### src/rtl/mkst_pkg.sv
// Package for the multi-kind soft timer table: sizes, transaction types,
// operation codes and the state machine encoding. No dependencies.
`timescale 1ns / 1ps
package mkst_pkg;

  localparam int ONE_SHOT_SLOTS = 8;
  localparam int PERIODIC_SLOTS = 8;
  localparam int COUNTED_SLOTS  = 8;
  localparam int TOTAL_SLOTS    = ONE_SHOT_SLOTS + PERIODIC_SLOTS + COUNTED_SLOTS;
  localparam int SLOT_W         = $clog2(TOTAL_SLOTS);

  localparam logic [1:0] MODE_TICK  = 2'd0;
  localparam logic [1:0] MODE_START = 2'd1;
  localparam logic [1:0] MODE_STOP  = 2'd2;

  localparam logic [1:0] KIND_ONE_SHOT = 2'd0;
  localparam logic [1:0] KIND_PERIODIC = 2'd1;
  localparam logic [1:0] KIND_COUNTED  = 2'd2;

  localparam logic [1:0] RES_FIRED = 2'd0;
  localparam logic [1:0] RES_FULL  = 2'd1;
  localparam logic [1:0] RES_NULL  = 2'd2;

  typedef struct packed {
    logic [1:0]  mode;
    logic [1:0]  kind;
    logic [7:0]  task_id;
    logic [23:0] delay;
    logic [15:0] count;
  } in_t;

  typedef struct packed {
    logic [1:0] event_res;
    logic [1:0] fired_kind;
    logic [7:0] fired_task;
    logic       last;
  } out_t;

  typedef struct packed {
    logic        valid;
    logic [7:0]  task_id;
    logic [31:0] start;
    logic [23:0] period;
    logic [15:0] remaining;
  } slot_t;

  typedef enum logic [2:0] {
    ST_IDLE,
    ST_SCAN,
    ST_FIND,
    ST_UPDATE,
    ST_FLUSH
  } state_t;

  // Table that a slot position belongs to.
  function automatic logic [1:0] slot_kind(input logic [SLOT_W-1:0] idx);
    logic [1:0] k;
    if (idx < SLOT_W'(ONE_SHOT_SLOTS)) k = KIND_ONE_SHOT;
    else if (idx < SLOT_W'(ONE_SHOT_SLOTS + PERIODIC_SLOTS)) k = KIND_PERIODIC;
    else k = KIND_COUNTED;
    return k;
  endfunction

endpackage

### src/rtl/multi_kind_soft_timer_table.sv
// A tick rotates the 24 slots past the head cell, one per cycle while the
// output does not stall, then flushes; a start or stop makes one ring rotation
// to search and one to update, then flushes. Null rejections and one-firing
// counted starts go straight to the flush. One transaction is in flight at a
// time, so a new one is taken only when the last is through; output stalls hold the scan.
// Reset is synchronous: tick counter, slot valid bits and control clear.
`timescale 1ns / 1ps
module multi_kind_soft_timer_table
  import mkst_pkg::*;
(
  input  logic clk,
  input  logic rst_n,
  input  logic in_valid,
  output logic in_stall,
  input  in_t  in_data,
  output logic out_valid,
  input  logic out_stall,
  output out_t out_data
);

  state_t state_r, state_nxt;

  logic [SLOT_W-1:0] idx_r, idx_nxt;
  logic [31:0]       tick_r, tick_nxt;
  logic              out_valid_r, out_valid_nxt;
  out_t              out_data_r, out_data_nxt;
  logic              pend_v_r, pend_v_nxt;
  out_t              pend_r, pend_nxt;

  in_t               req_r, req_nxt;
  logic              mt_v_r, mt_v_nxt;
  logic [SLOT_W-1:0] mt_idx_r, mt_idx_nxt;
  logic              mt_same_r, mt_same_nxt;
  logic              fr_v_r, fr_v_nxt;
  logic [SLOT_W-1:0] fr_idx_r, fr_idx_nxt;

  slot_t cell_q [TOTAL_SLOTS];
  slot_t head, head_new;
  logic  shift;

  // Slot ring: the head cell feeds the update logic, whose result enters at the tail.
  for (genvar i = 0; i < TOTAL_SLOTS; i++) begin : g_cell
    slot_t d;
    if (i == TOTAL_SLOTS - 1) begin : g_tail
      assign d = head_new;
    end else begin : g_mid
      assign d = cell_q[i+1];
    end
    mkst_cell u_cell (
      .clk   (clk),
      .rst_n (rst_n),
      .shift (shift),
      .d     (d),
      .q     (cell_q[i])
    );
  end

  assign head = cell_q[0];

  logic        accept, out_free, last_pos;
  logic        sel_ok, is_null, cnt_zero, cnt_one;
  logic [1:0]  head_kind;
  logic [31:0] elapsed;
  logic        due, emit_ok;
  logic        upd_restart, upd_free, upd_place, upd_full;
  logic [SLOT_W-1:0] tgt_idx;
  logic [15:0] rem_dec;
  out_t        ev;

  assign accept    = in_valid && !in_stall;
  assign in_stall  = (state_r != ST_IDLE);
  assign out_free  = !out_valid_r || !out_stall;
  assign last_pos  = (idx_r == SLOT_W'(TOTAL_SLOTS - 1));
  assign sel_ok    = (in_data.mode == MODE_START || in_data.mode == MODE_STOP) &&
                     (in_data.kind != 2'd3);
  assign is_null   = (in_data.task_id == 8'd0);
  assign cnt_zero  = (in_data.mode == MODE_START) && (in_data.kind == KIND_COUNTED) &&
                     (in_data.count == 16'd0);
  assign cnt_one   = (in_data.mode == MODE_START) && (in_data.kind == KIND_COUNTED) &&
                     (in_data.count == 16'd1);
  assign head_kind = slot_kind(idx_r);
  assign elapsed   = tick_r - head.start;
  assign due       = head.valid && (elapsed >= {8'd0, head.period});
  assign emit_ok   = !pend_v_r || out_free;

  // Decision from the search pass.
  always_comb begin
    upd_restart = 1'b0;
    upd_free    = 1'b0;
    upd_place   = 1'b0;
    upd_full    = 1'b0;
    tgt_idx     = fr_idx_r;
    if (req_r.mode == MODE_STOP) begin
      upd_free = mt_v_r;
    end else if (req_r.kind == KIND_ONE_SHOT) begin
      if (mt_v_r) begin
        upd_restart = 1'b1;
      end else begin
        upd_place = fr_v_r;
        upd_full  = !fr_v_r;
      end
    end else if (!(mt_v_r && mt_same_r)) begin
      upd_free = mt_v_r;
      if (mt_v_r && (!fr_v_r || mt_idx_r < fr_idx_r)) tgt_idx = mt_idx_r;
      upd_place = mt_v_r || fr_v_r;
      upd_full  = !(mt_v_r || fr_v_r);
    end
  end

  always_comb begin
    unique case (state_r)
      ST_IDLE: begin
        state_nxt = ST_IDLE;
        if (accept) begin
          if (in_data.mode == MODE_TICK) state_nxt = ST_SCAN;
          else if (sel_ok && is_null) state_nxt = ST_FLUSH;
          else if (sel_ok && cnt_one) state_nxt = ST_FLUSH;
          else if (sel_ok && !cnt_zero) state_nxt = ST_FIND;
        end
      end
      ST_SCAN:   state_nxt = (last_pos && shift) ? ST_FLUSH : ST_SCAN;
      ST_FIND:   state_nxt = last_pos ? ST_UPDATE : ST_FIND;
      ST_UPDATE: state_nxt = last_pos ? ST_FLUSH : ST_UPDATE;
      ST_FLUSH:  state_nxt = (!pend_v_r || out_free) ? ST_IDLE : ST_FLUSH;
      default:   state_nxt = ST_IDLE;
    endcase
  end

  always_comb begin
    idx_nxt       = idx_r;
    tick_nxt      = tick_r;
    out_valid_nxt = out_valid_r && out_stall;
    out_data_nxt  = out_data_r;
    pend_v_nxt    = pend_v_r;
    pend_nxt      = pend_r;
    req_nxt       = req_r;
    mt_v_nxt      = mt_v_r;
    mt_idx_nxt    = mt_idx_r;
    mt_same_nxt   = mt_same_r;
    fr_v_nxt      = fr_v_r;
    fr_idx_nxt    = fr_idx_r;
    head_new      = head;
    shift         = 1'b0;
    rem_dec       = (head.remaining != 16'd0) ? head.remaining - 16'd1 : head.remaining;
    ev            = '0;

    unique case (state_r)
      ST_IDLE: begin
        if (accept) begin
          req_nxt  = in_data;
          mt_v_nxt = 1'b0;
          fr_v_nxt = 1'b0;
          idx_nxt  = '0;
          if (in_data.mode == MODE_TICK) begin
            tick_nxt = tick_r + 32'd1;
          end else if (sel_ok && is_null) begin
            pend_v_nxt = 1'b1;
            pend_nxt   = '{event_res: RES_NULL, fired_kind: in_data.kind,
                           fired_task: 8'd0, last: 1'b0};
          end else if (sel_ok && cnt_one) begin
            pend_v_nxt = 1'b1;
            pend_nxt   = '{event_res: RES_FIRED, fired_kind: KIND_COUNTED,
                           fired_task: in_data.task_id, last: 1'b0};
          end
        end
      end
      ST_SCAN: begin
        shift = !due || emit_ok;
        if (due && emit_ok) begin
          ev = '{event_res: RES_FIRED, fired_kind: head_kind,
                 fired_task: head.task_id, last: 1'b0};
          if (pend_v_r) begin
            out_valid_nxt = 1'b1;
            out_data_nxt  = pend_r;
          end
          pend_v_nxt = 1'b1;
          pend_nxt   = ev;
          if (head_kind == KIND_ONE_SHOT) begin
            head_new.valid = 1'b0;
          end else begin
            head_new.start = tick_r;
            if (head_kind == KIND_COUNTED) begin
              head_new.remaining = rem_dec;
              if (rem_dec == 16'd0) head_new.valid = 1'b0;
            end
          end
        end
        if (shift) idx_nxt = last_pos ? '0 : idx_r + SLOT_W'(1);
      end
      ST_FIND: begin
        shift   = 1'b1;
        idx_nxt = last_pos ? '0 : idx_r + SLOT_W'(1);
        if (head_kind == req_r.kind) begin
          if (!mt_v_r && head.valid && head.task_id == req_r.task_id) begin
            mt_v_nxt    = 1'b1;
            mt_idx_nxt  = idx_r;
            mt_same_nxt = (head.period == req_r.delay) &&
                          (req_r.kind != KIND_COUNTED ||
                           head.remaining == req_r.count);
          end
          if (!fr_v_r && !head.valid) begin
            fr_v_nxt   = 1'b1;
            fr_idx_nxt = idx_r;
          end
        end
      end
      ST_UPDATE: begin
        shift   = 1'b1;
        idx_nxt = last_pos ? '0 : idx_r + SLOT_W'(1);
        if (upd_restart && idx_r == mt_idx_r) head_new.start = tick_r;
        if (upd_free && idx_r == mt_idx_r) head_new.valid = 1'b0;
        if (upd_place && idx_r == tgt_idx) begin
          head_new.valid     = 1'b1;
          head_new.task_id   = req_r.task_id;
          head_new.start     = tick_r;
          // A one-shot period of one tick is stretched to two.
          head_new.period    = (req_r.kind == KIND_ONE_SHOT && req_r.delay == 24'd1) ?
                               24'd2 : req_r.delay;
          head_new.remaining = req_r.count - 16'd1;
        end
        if (last_pos) begin
          if (upd_full) begin
            pend_v_nxt = 1'b1;
            pend_nxt   = '{event_res: RES_FULL, fired_kind: req_r.kind,
                           fired_task: req_r.task_id, last: 1'b0};
          end else if (upd_place && req_r.kind != KIND_ONE_SHOT) begin
            pend_v_nxt = 1'b1;
            pend_nxt   = '{event_res: RES_FIRED, fired_kind: req_r.kind,
                           fired_task: req_r.task_id, last: 1'b0};
          end
        end
      end
      ST_FLUSH: begin
        // The held-back event is the final one of the transaction.
        if (pend_v_r && out_free) begin
          out_valid_nxt     = 1'b1;
          out_data_nxt      = pend_r;
          out_data_nxt.last = 1'b1;
          pend_v_nxt        = 1'b0;
        end
      end
      default: ;
    endcase
  end

  always_ff @(posedge clk) begin
    if (!rst_n) begin
      state_r     <= ST_IDLE;
      idx_r       <= '0;
      tick_r      <= 32'd0;
      out_valid_r <= 1'b0;
      pend_v_r    <= 1'b0;
      mt_v_r      <= 1'b0;
      fr_v_r      <= 1'b0;
    end else begin
      state_r     <= state_nxt;
      idx_r       <= idx_nxt;
      tick_r      <= tick_nxt;
      out_valid_r <= out_valid_nxt;
      pend_v_r    <= pend_v_nxt;
      mt_v_r      <= mt_v_nxt;
      fr_v_r      <= fr_v_nxt;
    end
  end

  always_ff @(posedge clk) begin
    out_data_r <= out_data_nxt;
    pend_r     <= pend_nxt;
    req_r      <= req_nxt;
    mt_idx_r   <= mt_idx_nxt;
    mt_same_r  <= mt_same_nxt;
    fr_idx_r   <= fr_idx_nxt;
  end

  assign out_valid = out_valid_r;
  assign out_data  = out_data_r;

endmodule

### src/rtl/mkst_cell.sv
// One timer slot of the rotating slot ring.
// Depends on mkst_pkg for the slot type.
`timescale 1ns / 1ps
module mkst_cell
  import mkst_pkg::*;
(
  input  logic  clk,
  input  logic  rst_n,
  input  logic  shift,
  input  slot_t d,
  output slot_t q
);

  logic  valid_r;
  slot_t data_r;

  always_ff @(posedge clk) begin
    if (!rst_n) begin
      valid_r <= 1'b0;
    end else if (shift) begin
      valid_r <= d.valid;
    end
  end

  always_ff @(posedge clk) begin
    if (shift) begin
      data_r <= d;
    end
  end

  always_comb begin
    q       = data_r;
    q.valid = valid_r;
  end

endmodule

### config.mk
export PLATFORM = sky130hd
export DESIGN_NAME = multi_kind_soft_timer_table
export DESIGN_NICKNAME = d
export VERILOG_FILES = /design/src/rtl/mkst_pkg.sv /design/src/rtl/multi_kind_soft_timer_table.sv /design/src/rtl/mkst_cell.sv
export SDC_FILE = /design/constraint.sdc
export NUM_CORES = 2
export LEC_CHECK = 0
export BUFFER_PORTS_ARGS = -buffer_cell sky130_fd_sc_hd__buf_4
export CAP_MARGIN = 0
export CORE_MARGIN = 1.5
export CORE_UTILIZATION = 50
export CTS_CLUSTER_DIAMETER = 60
export DETAILED_ROUTE_END_ITERATION = 8
export PLACE_DENSITY = 0.72
export SYNTH_ARGS = -nofsm -noshare
export SYNTH_HDL_FRONTEND = slang
export SYNTH_SLANG_ARGS = --single-unit
### constraint.sdc
create_clock -name clk -period 11.2 [get_ports clk]
set_input_delay 1.12 -clock clk [delete_from_list [all_inputs] [get_ports clk]]
set_output_delay 1.12 -clock clk [all_outputs]
set_load 0.1 [all_outputs]
==> impl_results.md <==
- R2R depth: 25
- Top_reg_cell synth: edfxtp_1
- Placed inst area: 72,100 um2
- Number of synthesized flops with an enable pin: 2,008
- Distinct cells, synth: 84
- Leakage power: 0.0259 uW
- HP Class: register to register
- Total clock sinks: 2,076
- Worst slack at placement: roughly 4100 ps
- Ranking of synthesized cells by area: edfxtp_1 (87%), dfxtp_1 (2.0%), ha_1 (1.2%)
- Yosys warnings: 0
- Largest area contributor in the netlist: edfxtp_1
- Vias: 28.3k
- Final instance area: a little under 80,000 um2
- Worst-margin pin slew: 1220 ps
- R2r setup slk: 4020 ps
- Internal: 12,800 uW
- TNS Setup: 0 ps
- Total CTS buffers: 183
- Clk pwr share: 0.374
- CP Max Fanout: approximately 110
- Post-detail-place hpwl: roughly 60,000 um
- Final Cycle Share: 0.641
- Hold Vio Cnt, Final: 0
- Post-synth top area share: 0.869
- Initial core utilization: 0.504
- Unrepaired setup endpoints after global routing: no
- Tmin final: a little over 7000 ps
- Die Span Y: approximately 380 um
- Final WL: 110,000 um
- WP data required: between 10,000 and 15,000 ps
- Final setup violation count: 0
- Worst skew pair latency: about 800 ps
- PortBufs: 70
- Post-route ant nets: 0
- WP data arrival: between 7000 and 8000 ps
- CP startpoint: tick_r[0]
- Max frequency: approximately 0.14 GHz
- Routed WL per cell: approximately 20 um
- Antenna violations before repair: 5
- Reg2reg start: tick_r[0]
- Number of core rows: between 100 and 150
- Final net count: 3,584
- Post-CTS Setup Bufs: 0
- CTS resizes: 0
- P per Cell Area: a little over 200 nW/um2
- Sw frac: 0.208
- Worst VDD drop: approximately 140 uV
- Logic pwr share: 0.036
- Global-route wire length before repair: 167,000 um
- Share of cells above drive strength 1: 0.114
- Synth Area per Inst: about 21 um2
- Pin count of the biggest net entering global routing: between 200 and 250
- Vias/cell: around 5.2
- Final setup skew: ~34 ps
- Cell area after synthesis: just under 70,000 um2
- Router iterations before antenna repair: 5
- GP Congestion: roughly 0.85
- Slew Viols, Final: 0
- Die width: roughly 380 um
- Clock root buffer master: clkbuf_16
- Critical Path Sink: g_cell[21].u_cell.q[29]
- Clock Tree Buf Depth: 3
- Gr ovfl total: 0
- Fillers: 9,793
- Net switching power: approximately 3400 uW
- Status: completed
- H-tree depth: 4
- Die area: ~140,000 um2
- Clk slew on worst S/H paths: ~70 ps
- Gr usage total: 0.157
- Hold-fix buffers, CTS: 0
- Initial DRC count: approximately 2.9k
- Yosys reg bits: 2,076
- Residual DRC: 0
- Synth Instances: 3,245
- Vias in the first global route: 27.3k
- Post-route setup slack: between 4000 and 5000 ps
- Sequential power share: 0.591
- Critical path type: register to register
- Worst slew margin: 0.186
- Count leader, synth: edfxtp_1
- Sequential fraction of the synthesis area: 0.889
- Core area: 138,000 um2
- Fin Hold WS: about 390 ps
- Reg2reg end: g_cell[21].u_cell.q[29]
- Max Cap Violations: 0
- CP Launch Type: register
- Crit end category: register
- Layout area overhead: 12.4%
- Syn nets: 3,368
- Most instantiated cells after synthesis: edfxtp_1 (2,008), nand2_1 (142), inv_1 (84)
- TritonCTS clock tree: built
- I/O Pins: roughly 70
- Asr flop ratio synth: 0
-- cell type report --
| class | count | area [um2] | area share |
|---|---|---|---|
| clock buffers | 237 | 4920 | 0.0631 |
| repair buffers | 94 | 818 | 0.0105 |
| flip-flops and latches | 2076 | 61700 | 0.791 |
| multi-input cells | 1020 | 7090 | 0.0909 |
| inverters | 86 | 330 | 0.00424 |
| clock inverters | 102 | 897 | 0.0115 |
| diodes | 2 | 5.00 | 0.0000642 |
| well taps | 1794 | 2240 | 0.0288 |
-- through the flow --
| stage | utilization | std cells | power, uW |
|---|---|---|---|
| floorplan | - | 3245 | 10200 |
| global placement | 0.524 | 5070 | 10300 |
| detailed placement | 0.524 | 5070 | 10300 |
| CTS | 0.566 | 5409 | 16400 |
| global route | 0.566 | 5409 | 16800 |
| finish | 0.566 | 5411 | 16200 |
-- how the worst min path moves through the flow --
stage	start	endpoint	slack (ps)	cells past startpoint
CTS	g_cell[1].u_cell.q[30]	g_cell[0].u_cell.q[30]	390	0
finish	g_cell[1].u_cell.q[30]	g_cell[0].u_cell.q[30]	390	0
global placement	g_cell[19].u_cell.q[21]	g_cell[18].u_cell.q[21]	400	0
floorplan	g_cell[1].u_cell.q[0]	g_cell[0].u_cell.q[0]	400	0
detailed placement	g_cell[1].u_cell.q[31]	g_cell[0].u_cell.q[31]	400	0
global route	g_cell[19].u_cell.q[8]	g_cell[18].u_cell.q[8]	400	0
-- routing by layer --
layer	part of all wire	vias up	GRT usage
met5	0.00025	-	0
met4	0.023	4	0.0546
met3	0.058	183	0.0289
met2	0.44	787	0.221
met1	0.48	14300	0.245
li1	-	13100	-
-- state kept, by name (all words and copies together) (netlist names) --
| signal | cells |
|---|---|
| fr_v_r | 1 |
| g_cell.u_cell.q | 1920 |
| mt_same_r | 1 |
| pend_r | 12 |
| out_valid | 1 |
| fr_idx_r | 5 |
| idx_r | 5 |
| g_cell.u_cell.valid_r | 24 |
| out_data | 13 |
| mt_idx_r | 5 |
| pend_v_r | 1 |
| mt_v_r | 1 |
| tick_r | 32 |
| req_r | 52 |
| state_r | 3 |
-- layout by cell type, fill, tap and decap left out, drive strengths merged, types with 10 or more instances in the layout --
master and count:
edfxtp 2008, clkbuf 237, nand2 143, inv 95, buf 94, o21ai 79
xnor2 77, clkinv 77, nor2 75, dfxtp 68, ha 66, a21oi 60
xor2 47, mux2i 41, nor2b 37, nor3 35, nand3 35, nand4 33
and2 31, nor4 31, mux2 31, and3 24, a21o 16, or3 15
nand2b 11, bufinv 10
-- power by group through the flow --
stage,Sequential (uW),Clock (uW),Combinational (uW)
floorplan,9750,0,403
global placement,9700,0,577
detailed placement,9710,0,587
CTS,9580,6250,585
global route,9630,6510,643
finish,9570,6050,580
-- cells by family after synthesis --
kind of cell,synth area share
flip-flops,0.889
buffers and inverters,0.00938
XOR/XNOR,0.0157
AO/OA/AOI/OAI,0.0249
multiplexers,0.0125
adder cells (fa/ha/maj),0.0122
AND/OR/NAND/NOR,0.0368
-- critical path, cell delays in order, from the launching register on --
cell	delay, ps
dfxtp_1	360
inv_1	110
ha_1	180
inv_1	60
fa_1	410
a21o_1	220
a221oi_4	420
nor2_1	130
o21ai_0	180
nand2b_1	70
a21oi_1	200
xnor2_1	150
ha_1	260
nand4_1	120
nor4_1	70
a311oi_1	220
a21oi_1	120
o31ai_1	260
nand4_1	160
nor4_2	310
nand4_2	350
nand2_1	260
nand2_1	180
inv_8	660
buf_4	510
buf_4	690
Power figures use the tool's default switching activity.
